**src/rtl/gbfs_pkg.sv**
```systemverilog
// Shared types and constants for the grid breadth-first path finder.
// No dependencies; imported by the controller, the datapath and the top level.
`timescale 1ns / 1ps
package gbfs_pkg;
	localparam int MAX_ROWS = 8;
	localparam int MAX_COLS = 8;
	localparam int NCELLS   = MAX_ROWS * MAX_COLS;
	localparam int CELL_W   = 6;
	localparam int CNT_W    = 7;

	localparam logic [1:0] KIND_OPEN = 2'd0;
	localparam logic [1:0] KIND_WALL = 2'd1;
	localparam logic [1:0] KIND_EXIT = 2'd2;

	localparam logic [1:0] ST_PATH    = 2'd0;
	localparam logic [1:0] ST_BLOCKED = 2'd1;
	localparam logic [1:0] ST_NO_PATH = 2'd2;
	localparam logic [1:0] ST_AT_EXIT = 2'd3;

	localparam logic [1:0] DIR_DOWN  = 2'd0;
	localparam logic [1:0] DIR_UP    = 2'd1;
	localparam logic [1:0] DIR_RIGHT = 2'd2;
	localparam logic [1:0] DIR_LEFT  = 2'd3;

	localparam logic CMD_LOAD  = 1'b0;
	localparam logic CMD_SOLVE = 1'b1;

	localparam logic REG_ROWS = 1'b0;
	localparam logic REG_COLS = 1'b1;

	typedef struct packed {
		logic       cmd;
		logic [2:0] row;
		logic [2:0] col;
		logic [1:0] cell_kind;
	} in_item_t;

	typedef struct packed {
		logic [1:0] status;
		logic [2:0] row_res;
		logic [2:0] col_res;
		logic       last;
	} out_item_t;

	// controller to datapath
	typedef struct packed {
		logic       load_grid;
		logic       start_solve;
		logic       init_search;
		logic       pop_queue;
		logic       take_node;
		logic       nb_read;
		logic       nb_visit;
		logic       dir_clr;
		logic       dir_inc;
		logic       bt_init;
		logic       bt_push;
		logic       bt_step;
		logic       pop_stack;
		logic       emit;
		logic [1:0] emit_status;
	} dp_cmd_t;

	// datapath to controller
	typedef struct packed {
		logic in_solve;
		logic start_bad;
		logic start_exit;
		logic queue_empty;
		logic node_exit;
		logic nb_valid;
		logic dir_last;
		logic at_is_start;
		logic depth_zero;
		logic out_free;
	} dp_sts_t;
endpackage

```
**src/rtl/gbfs_dp.sv**
```systemverilog
// Datapath: grid, visited map, predecessor, queue and path stack storage,
// neighbor generation, region registers and the output register. Uses gbfs_pkg.
`timescale 1ns / 1ps
module gbfs_dp (
	input  logic                clk,
	input  logic                arst_n,
	input  gbfs_pkg::in_item_t  in_data,
	input  logic                cfg_wr,
	input  logic                cfg_index,
	input  logic [3:0]          cfg_data,
	input  gbfs_pkg::dp_cmd_t   cmd,
	output gbfs_pkg::dp_sts_t   sts,
	output logic                out_valid,
	input  logic                out_stall,
	output gbfs_pkg::out_item_t out_data
);
	import gbfs_pkg::*;

	logic [1:0]        grid_mem [NCELLS];
	logic [1:0]        cf_mem [NCELLS];
	logic [CELL_W-1:0] queue_mem [NCELLS];
	logic [CELL_W-1:0] stack_mem [NCELLS];

	logic [3:0]        rows_q, cols_q;
	logic [3:0]        rows_eff, cols_eff;
	logic [NCELLS-1:0] visited_q;
	logic [NCELLS-1:0] grid_set_q;
	logic [1:0]        grid_raw_q;
	logic              grid_hit_q;
	logic [1:0]        grid_rd;
	logic              grid_wr;
	logic [1:0]        cf_rd_q;
	logic [CELL_W-1:0] q_rd_q, sd_q;
	logic [CELL_W-1:0] start_q, node_q, t_q, at_q;
	logic              bad_q;
	logic [CNT_W-1:0]  head_q, tail_q, depth_q;
	logic [1:0]        dir_q;
	logic              out_valid_q;
	out_item_t         out_q;

	logic [CELL_W-1:0] in_cell, nb_cell, grid_raddr, at_next;
	logic [2:0]        nr, nc, tr, tc, ar, ac;
	logic              nb_ok, grid_rd_en;
	logic [CNT_W-1:0]  depth_dec;

	// clamp region registers to 1..MAX
	always_comb begin
		rows_eff = (rows_q == 4'd0) ? 4'd1 : (rows_q > 4'(MAX_ROWS)) ? 4'(MAX_ROWS) : rows_q;
		cols_eff = (cols_q == 4'd0) ? 4'd1 : (cols_q > 4'(MAX_COLS)) ? 4'(MAX_COLS) : cols_q;
	end

	always_ff @(posedge clk or negedge arst_n) begin
		if (!arst_n) begin
			rows_q <= 4'd5;
			cols_q <= 4'd7;
		end else if (cfg_wr) begin
			if (cfg_index == REG_ROWS) rows_q <= cfg_data;
			else rows_q <= rows_q;
			if (cfg_index == REG_COLS) cols_q <= cfg_data;
			else cols_q <= cols_q;
		end
	end

	assign in_cell = {in_data.row, in_data.col};

	// neighbor of the current node in the current direction
	assign nr = node_q[5:3];
	assign nc = node_q[2:0];
	always_comb begin
		tr    = nr;
		tc    = nc;
		nb_ok = 1'b0;
		case (dir_q)
			DIR_DOWN: begin
				nb_ok = ({1'b0, nr} + 4'd1) < rows_eff;
				tr    = nr + 3'd1;
			end
			DIR_UP: begin
				nb_ok = (nr != 3'd0);
				tr    = nr - 3'd1;
			end
			DIR_RIGHT: begin
				nb_ok = ({1'b0, nc} + 4'd1) < cols_eff;
				tc    = nc + 3'd1;
			end
			default: begin
				nb_ok = (nc != 3'd0);
				tc    = nc - 3'd1;
			end
		endcase
	end
	assign nb_cell = {tr, tc};

	// step back toward the start along the stored direction
	always_comb begin
		ar = at_q[5:3];
		ac = at_q[2:0];
		case (cf_rd_q)
			DIR_DOWN:  ar = at_q[5:3] - 3'd1;
			DIR_UP:    ar = at_q[5:3] + 3'd1;
			DIR_RIGHT: ac = at_q[2:0] - 3'd1;
			default:   ac = at_q[2:0] + 3'd1;
		endcase
	end
	assign at_next = {ar, ac};

	// grid read address select
	always_comb begin
		grid_rd_en = cmd.start_solve | cmd.take_node | cmd.nb_read;
		if (cmd.start_solve) grid_raddr = in_cell;
		else if (cmd.take_node) grid_raddr = q_rd_q;
		else grid_raddr = nb_cell;
	end

	assign grid_wr = cmd.load_grid && (in_data.cell_kind <= KIND_EXIT);

	// grid memory
	always_ff @(posedge clk) begin
		if (grid_wr) grid_mem[in_cell] <= in_data.cell_kind;
		if (grid_rd_en) grid_raw_q <= grid_mem[grid_raddr];
	end

	// mark loaded cells; a cell never loaded reads as open
	always_ff @(posedge clk or negedge arst_n) begin
		if (!arst_n) begin
			grid_set_q <= '0;
			grid_hit_q <= 1'b0;
		end else begin
			if (grid_wr) grid_set_q[in_cell] <= 1'b1;
			if (grid_rd_en) grid_hit_q <= grid_set_q[grid_raddr];
		end
	end
	assign grid_rd = grid_hit_q ? grid_raw_q : KIND_OPEN;

	// queue memory
	always_ff @(posedge clk) begin
		if (cmd.init_search) queue_mem[6'd0] <= start_q;
		else if (cmd.nb_visit && grid_rd != KIND_WALL && !visited_q[t_q]
			&& tail_q < CNT_W'(NCELLS))
			queue_mem[tail_q[CELL_W-1:0]] <= t_q;
		if (cmd.pop_queue) q_rd_q <= queue_mem[head_q[CELL_W-1:0]];
	end

	// predecessor memory
	always_ff @(posedge clk) begin
		if (cmd.nb_visit && grid_rd != KIND_WALL && !visited_q[t_q]) cf_mem[t_q] <= dir_q;
		if (cmd.bt_push) cf_rd_q <= cf_mem[at_q];
	end

	// path stack memory
	assign depth_dec = depth_q - CNT_W'(1);
	always_ff @(posedge clk) begin
		if (cmd.bt_push) stack_mem[depth_q[CELL_W-1:0]] <= at_q;
		if (cmd.pop_stack) sd_q <= stack_mem[depth_dec[CELL_W-1:0]];
	end

	// payload registers
	always_ff @(posedge clk) begin
		if (cmd.start_solve) begin
			start_q <= in_cell;
			bad_q   <= ({1'b0, in_data.row} >= rows_eff) || ({1'b0, in_data.col} >= cols_eff);
		end
		if (cmd.take_node) node_q <= q_rd_q;
		if (cmd.nb_read) t_q <= nb_cell;
		if (cmd.bt_init) at_q <= node_q;
		else if (cmd.bt_step) at_q <= at_next;
	end

	// search control counters and visited map
	always_ff @(posedge clk or negedge arst_n) begin
		if (!arst_n) begin
			visited_q <= '0;
			head_q    <= '0;
			tail_q    <= '0;
			depth_q   <= '0;
			dir_q     <= DIR_DOWN;
		end else begin
			if (cmd.init_search) begin
				visited_q <= NCELLS'(1) << start_q;
				head_q    <= '0;
				tail_q    <= CNT_W'(1);
			end else begin
				if (cmd.pop_queue) head_q <= head_q + CNT_W'(1);
				if (cmd.nb_visit && grid_rd != KIND_WALL && !visited_q[t_q]) begin
					visited_q[t_q] <= 1'b1;
					if (tail_q < CNT_W'(NCELLS)) tail_q <= tail_q + CNT_W'(1);
				end
			end
			if (cmd.dir_clr) dir_q <= DIR_DOWN;
			else if (cmd.dir_inc) dir_q <= dir_q + 2'd1;
			if (cmd.bt_init) depth_q <= '0;
			else if (cmd.bt_push) depth_q <= depth_q + CNT_W'(1);
			else if (cmd.pop_stack) depth_q <= depth_dec;
		end
	end

	// output register
	always_ff @(posedge clk or negedge arst_n) begin
		if (!arst_n) out_valid_q <= 1'b0;
		else if (cmd.emit) out_valid_q <= 1'b1;
		else if (!out_stall) out_valid_q <= 1'b0;
	end

	always_ff @(posedge clk) begin
		if (cmd.emit) begin
			out_q.status <= cmd.emit_status;
			if (cmd.emit_status == ST_PATH) begin
				out_q.row_res <= sd_q[5:3];
				out_q.col_res <= sd_q[2:0];
				out_q.last    <= (depth_q == '0);
			end else begin
				out_q.row_res <= 3'd0;
				out_q.col_res <= 3'd0;
				out_q.last    <= 1'b1;
			end
		end
	end

	assign out_valid = out_valid_q;
	assign out_data  = out_q;

	// status toward the controller
	always_comb begin
		sts.in_solve    = (in_data.cmd == CMD_SOLVE);
		sts.start_bad   = bad_q || (grid_rd == KIND_WALL);
		sts.start_exit  = (grid_rd == KIND_EXIT);
		sts.queue_empty = (head_q == tail_q);
		sts.node_exit   = (grid_rd == KIND_EXIT);
		sts.nb_valid    = nb_ok;
		sts.dir_last    = (dir_q == DIR_LEFT);
		sts.at_is_start = (at_q == start_q);
		sts.depth_zero  = (depth_q == '0);
		sts.out_free    = !out_valid_q || !out_stall;
	end
endmodule

```
**src/rtl/gbfs_ctrl.sv**
```systemverilog
// Controller state machine: sequences loads, the search, the backtrace and
// the path output. Uses gbfs_pkg; drives the datapath command struct.
`timescale 1ns / 1ps
module gbfs_ctrl (
	input  logic              clk,
	input  logic              arst_n,
	input  logic              in_valid,
	output logic              in_stall,
	input  gbfs_pkg::dp_sts_t sts,
	output gbfs_pkg::dp_cmd_t cmd
);
	import gbfs_pkg::*;

	localparam logic [3:0] S_IDLE  = 4'd0;
	localparam logic [3:0] S_CHK   = 4'd1;
	localparam logic [3:0] S_POP   = 4'd2;
	localparam logic [3:0] S_NODE  = 4'd3;
	localparam logic [3:0] S_NODEG = 4'd4;
	localparam logic [3:0] S_NB    = 4'd5;
	localparam logic [3:0] S_NBG   = 4'd6;
	localparam logic [3:0] S_BT    = 4'd7;
	localparam logic [3:0] S_BTW   = 4'd8;
	localparam logic [3:0] S_POPS  = 4'd9;
	localparam logic [3:0] S_EMIT  = 4'd10;

	logic [3:0] state_q, state_d;
	logic       accept;

	assign in_stall = (state_q != S_IDLE);
	assign accept   = in_valid && (state_q == S_IDLE);

	// next state and commands
	always_comb begin
		state_d = state_q;
		cmd     = '0;
		case (state_q)
			S_IDLE: begin
				if (accept) begin
					if (sts.in_solve) begin
						cmd.start_solve = 1'b1;
						state_d         = S_CHK;
					end else begin
						cmd.load_grid = 1'b1;
					end
				end
			end
			S_CHK: begin
				if (sts.start_bad || sts.start_exit) begin
					if (sts.out_free) begin
						cmd.emit        = 1'b1;
						cmd.emit_status = sts.start_bad ? ST_BLOCKED : ST_AT_EXIT;
						state_d         = S_IDLE;
					end
				end else begin
					cmd.init_search = 1'b1;
					state_d         = S_POP;
				end
			end
			S_POP: begin
				if (sts.queue_empty) begin
					if (sts.out_free) begin
						cmd.emit        = 1'b1;
						cmd.emit_status = ST_NO_PATH;
						state_d         = S_IDLE;
					end
				end else begin
					cmd.pop_queue = 1'b1;
					state_d       = S_NODE;
				end
			end
			S_NODE: begin
				cmd.take_node = 1'b1;
				state_d       = S_NODEG;
			end
			S_NODEG: begin
				if (sts.node_exit) begin
					cmd.bt_init = 1'b1;
					state_d     = S_BT;
				end else begin
					cmd.dir_clr = 1'b1;
					state_d     = S_NB;
				end
			end
			S_NB: begin
				if (sts.nb_valid) begin
					cmd.nb_read = 1'b1;
					state_d     = S_NBG;
				end else if (sts.dir_last) begin
					state_d = S_POP;
				end else begin
					cmd.dir_inc = 1'b1;
				end
			end
			S_NBG: begin
				cmd.nb_visit = 1'b1;
				if (sts.dir_last) begin
					state_d = S_POP;
				end else begin
					cmd.dir_inc = 1'b1;
					state_d     = S_NB;
				end
			end
			S_BT: begin
				if (sts.at_is_start) begin
					state_d = S_POPS;
				end else begin
					cmd.bt_push = 1'b1;
					state_d     = S_BTW;
				end
			end
			S_BTW: begin
				cmd.bt_step = 1'b1;
				state_d     = S_BT;
			end
			S_POPS: begin
				cmd.pop_stack = 1'b1;
				state_d       = S_EMIT;
			end
			S_EMIT: begin
				if (sts.out_free) begin
					cmd.emit        = 1'b1;
					cmd.emit_status = ST_PATH;
					state_d         = sts.depth_zero ? S_IDLE : S_POPS;
				end
			end
			default: state_d = S_IDLE;
		endcase
	end

	always_ff @(posedge clk or negedge arst_n) begin
		if (!arst_n) state_q <= S_IDLE;
		else state_q <= state_d;
	end
endmodule

```
**src/rtl/grid_bfs_shortest_path.sv**
```systemverilog
// Grid shortest path by breadth-first search. A solve accepts and checks the start,
// then searches dequeued cells (one grid memory read per neighbor), backtraces the
// path and emits its cells in forward order; the single grid read port sets the pace.
// One item is in work at a time. Reset clears control state, the visited map and
// the loaded-cell flags, so the grid reads all open; region is 5 rows, 7 columns.
`timescale 1ns / 1ps
module grid_bfs_shortest_path (
	input  logic                clk,
	input  logic                arst_n,
	input  logic                in_valid,
	output logic                in_stall,
	input  gbfs_pkg::in_item_t  in_data,
	output logic                out_valid,
	input  logic                out_stall,
	output gbfs_pkg::out_item_t out_data,
	input  logic                cfg_valid,
	output logic                cfg_ready,
	input  logic                cfg_index,
	input  logic [3:0]          cfg_data
);
	import gbfs_pkg::*;

	dp_cmd_t cmd;
	dp_sts_t sts;

	// configuration always taken
	assign cfg_ready = 1'b1;

	gbfs_ctrl u_ctrl (
		.clk      (clk),
		.arst_n   (arst_n),
		.in_valid (in_valid),
		.in_stall (in_stall),
		.sts      (sts),
		.cmd      (cmd)
	);

	gbfs_dp u_dp (
		.clk       (clk),
		.arst_n    (arst_n),
		.in_data   (in_data),
		.cfg_wr    (cfg_valid & cfg_ready),
		.cfg_index (cfg_index),
		.cfg_data  (cfg_data),
		.cmd       (cmd),
		.sts       (sts),
		.out_valid (out_valid),
		.out_stall (out_stall),
		.out_data  (out_data)
	);
endmodule

```
**config.mk**
```make
export PLATFORM = sky130hd
export DESIGN_NAME = grid_bfs_shortest_path
export DESIGN_NICKNAME = d
export VERILOG_FILES = /design/src/rtl/gbfs_pkg.sv /design/src/rtl/gbfs_dp.sv /design/src/rtl/gbfs_ctrl.sv /design/src/rtl/grid_bfs_shortest_path.sv
export SDC_FILE = /design/constraint.sdc
export NUM_CORES = 2
export LEC_CHECK = 0
export ABC_CLOCK_PERIOD_IN_PS = 7100
export BUFFER_PORTS_ARGS = -buffer_cell sky130_fd_sc_hd__buf_2
export CORE_MARGIN = 5
export CORE_UTILIZATION = 45
export CTS_CLUSTER_SIZE = 20
export DETAILED_ROUTE_END_ITERATION = 10
export PLACE_DENSITY = 0.66
export SLEW_MARGIN = 0
export SYNTH_ARGS = -nofsm -noshare
export SYNTH_HDL_FRONTEND = slang
export SYNTH_SLANG_ARGS = --single-unit
```
**constraint.sdc**
```tcl
create_clock -name clk -period 7.1 [get_ports clk]
set_input_delay 0.71 -clock clk [delete_from_list [all_inputs] [get_ports clk]]
set_output_delay 0.71 -clock clk [all_outputs]
set_load 0.02 [all_outputs]
```
==> run metrics <==
Clock Tree Buf Depth=3; clock power share=31.6%; Final period util=67.43%; final net count=approximately 3000; register share of total power=between 40% and 50%; top post-synthesis cells by count=edfxtp_1 (1074), mux4_2 (305), nor2_1 (300); status=finished clean; core area=about 110000 sq um; Yosys warnings=0; die area=between 100000 and 150000 sq um; most frequent cell on the critical path=buf_4; P_sw=between 6 and 7 mW; Num CTS Buffers=roughly 120; Worst R2R Setup Slack=approximately 2.3 ns; CTS clk-pin slew, worst paths=~0.070 ns; TritonCTS clock tree=yes; Ports=31; final setup vio count=0; net count after synthesis=just over 3000; drt wl/cell=25.48 um; pin count of the biggest net entering global routing=a little over 90; Avg Inst Size Synth=17.26 sq um; CP required=roughly 7.6 ns; combinational power share=25.6%; starting density of the core=between 40% and 50%; clock sink count=roughly 1200; Hold Crit Class=input port to async pin; Die X=348.2 um; sequential-to-total area share from yosys stat=between 70% and 80%; Worst Setup Start Kind=flop; Post-DP HPWL=about 76000 um; worst IR drop on VDD=between 0.0003 and 0.0004 V; diode count=0; share of the synthesized area in the top cell type=a little over three fifths; total track usage=approximately a fifth; first drt pass iteration count=5; initial antenna violation count=2; slowest cell on the critical path=o22a_2; Post-synth ARST share=13.32%; hold buffers post-CTS=0; synthesized instance count=a little under 3000; critical path type=flop to flop; first-pass GRT wire length=between 150000 and 200000 um; EDFF count, synth=roughly 1100; Worst Path Arrival=5.26 ns; placed cell areas=roughly 53000 sq um; met3 Use GR=about 3.6%; Area Growth Syn to Fin=11.12%; drc violations=0; relative slew slack=roughly 14%; Synth Register Bits=1239; most frequent cell after synthesis=edfxtp_1; Die Ht=about 350 um; Post-Layout Cell Count=between 4000 and 5000; FMAX=208.9 MHz; DR vias/cell=~6.0; number of maximum-capacitance violations=0; internal power=between 10 and 15 mW; Cell Area, Synth=51470 sq um; Final Critical Period=~4.8 ns; total grt overflow=0; Post-CTS Setup Inserts=0; Post-synth top flop=edfxtp_1; antenna-violating nets left=0; clk_lat worst skew=just over 0.7 ns; CTS H-tree depth=3; slowest stage delay, CP=approximately 0.85 ns; root buffer cell=clkbuf_16; cell taking the most area after synthesis=edfxtp_1; GR met2 Demand/Resource=31.40%; final wirelength=117700 um; layout cells sized above 1=roughly 22%; P per Cell Area=about 360 nW/um^2; Final Instance Area=between 50000 and 60000 sq um; max-slew violations=0; total negative slack=0 ns; Cell Rows=roughly 120; crit end category=flop; post-synth cell types=85; Top Usage Layer GRT=met2; met1 Resource Use GR=26.76%; RSZ-0062 raised after global routing=no; synth top area cells=edfxtp_1 (63%), mux4_2 (13%), dfrtp_1 (7.8%); crit-path cells=buf_4, inv_1, ha_1, fa_1, a211oi_1, o22a_2, buf_4, mux4_1, a22oi_1, nand4_1, and4_1; vias in the first global route=between 20000 and 30000; crit-path max FO=67; GPL Wtd Cong=approximately 0.92; post_cts resized=0; Worst Clk Skew=about 0.036 ns; via count=approximately 28000; Slew @ Worst Pin=approximately 1.3 ns; Switching Share=a little under 30%; dpl cells=roughly 4400; leak pwr=18.73 nW; Fin. Hold Viols=0; buffers added on ports=29; Starting DRT DRC Count=between 3000 and 4000
per-stage QoR:
step	worst slack (ns)	power (mW)	hold slack (ns)	utilization, %
2_1_floorplan	3.084	12.70	0.4144	-
3_3_place_gp	2.420	14.23	0.4461	46.58
3_5_place_dp	2.331	14.33	0.4438	46.58
4_1_cts	2.323	20.86	0.01158	50.16
5_1_grt	2.044	21.55	0.06087	50.16
6_report	2.312	20.69	0.03326	50.16
area by class of cell:
class                           instances  area, sq um
Multi-Input combinational cell       1542        14230
Fill cell                            9166        56840
Sequential cell                      1239        36400
Timing Repair Buffer                   73        481.7
Clock inverter                         66        810.8
Tap cell                             1512         1892
Clock buffer                          159         3273
Inverter                               28        105.1
power groups by stage:
stage	sequential (mW)	clock, mW	combinational (mW)
finish	8.85	6.54	5.30
global placement	8.98	0	5.25
floorplan	8.73	0	3.97
CTS	8.85	6.65	5.36
detailed placement	9.00	0	5.34
global route	8.90	6.98	5.67
cells in the final DEF, fill, tap and decap left out, drive strengths merged, types with 12 or more instances in the layout:
master / count
nor2: 300
o31ai: 45
mux2: 26
xor2: 21
nand3b: 16
inv: 31
a311oi: 12
nand3: 49
clkinv: 41
buf: 73
nor3: 24
a211oi: 28
nand4: 15
o31a: 17
o21ai: 96
clkbuf: 159
or2: 69
xnor2: 15
nand2: 170
mux2i: 33
edfxtp: 1074
and2: 33
dfrtp: 160
ha: 24
nand2b: 25
a21oi: 40
bufinv: 17
a31oi: 18
mux4: 306
nor2b: 39
critical path: cells and delay by family (launching register included):
family / cells / cell delay (ns)
adders and majority gates: 2 / 0.79
buffers and inverters: 3 / 1.17
and+or+nand+nor: 2 / 0.38
AOI/OAI and AO/OA: 3 / 1.51
DFF: 1 / 0.32
muxes: 1 / 0.35
cell families after synthesis:
logic type / Yosys count / share of synthesized area, %
XOR/XNOR: 36 / 0.6126
buffers and inverters: 201 / 1.753
multiplexers: 365 / 14.61
AND/OR/NAND/NOR: 787 / 7.346
AO/OA/AOI/OAI: 325 / 4.237
flip-flops: 1239 / 70.69
other: 1 / 0.007286
adder cells (fa/ha/maj): 28 / 0.7390
flip-flops by register name, summed over array words and instances (netlist names), 6 cells and up:
register	count
u_dp.queue_mem	384
u_dp.stack_mem	384
u_dp.cf_mem	128
u_dp.grid_mem	128
u_dp.grid_set_q	64
u_dp.visited_q	64
u_dp.out_data	9
u_dp.depth_q	7
u_dp.head_q	7
u_dp.tail_q	7
u_dp.at_q	6
u_dp.node_q	6
u_dp.q_rd_q	6
u_dp.sd_q	6
u_dp.start_q	6
u_dp.t_q	6
metal layers:
metal / part of all wire [%] / wire (um)
met2: 49 / 57450
met1: 40 / 47560
met5: 0.014 / 17
met4: 3.6 / 4272
met3: 7.2 / 8418
path summary, 6_finish.rpt:
path,from,endpoint,depth (start not counted)
max in group asynchronous,arst_n,u_dp.depth_q[0]$_DFFE_PN0P_,2
setup / recovery,u_dp.dir_q[0]$_DFFE_PN0P_,u_dp.grid_raw_q[0]$_DFFE_PP_,11
hold / removal,arst_n,u_dp.grid_set_q[14]$_DFFE_PN0P_,1
setup reg to reg,u_dp.dir_q[0]$_DFFE_PN0P_,u_dp.grid_raw_q[0]$_DFFE_PP_,11
hold reg to reg,u_dp.q_rd_q[3]$_DFFE_PP_,u_dp.node_q[3]$_DFFE_PP_,0
min in group clk,cfg_data[0],u_dp.cols_q[0]$_DFFE_PN1P_,2
Note: power is estimated with default switching activity, not from simulation.
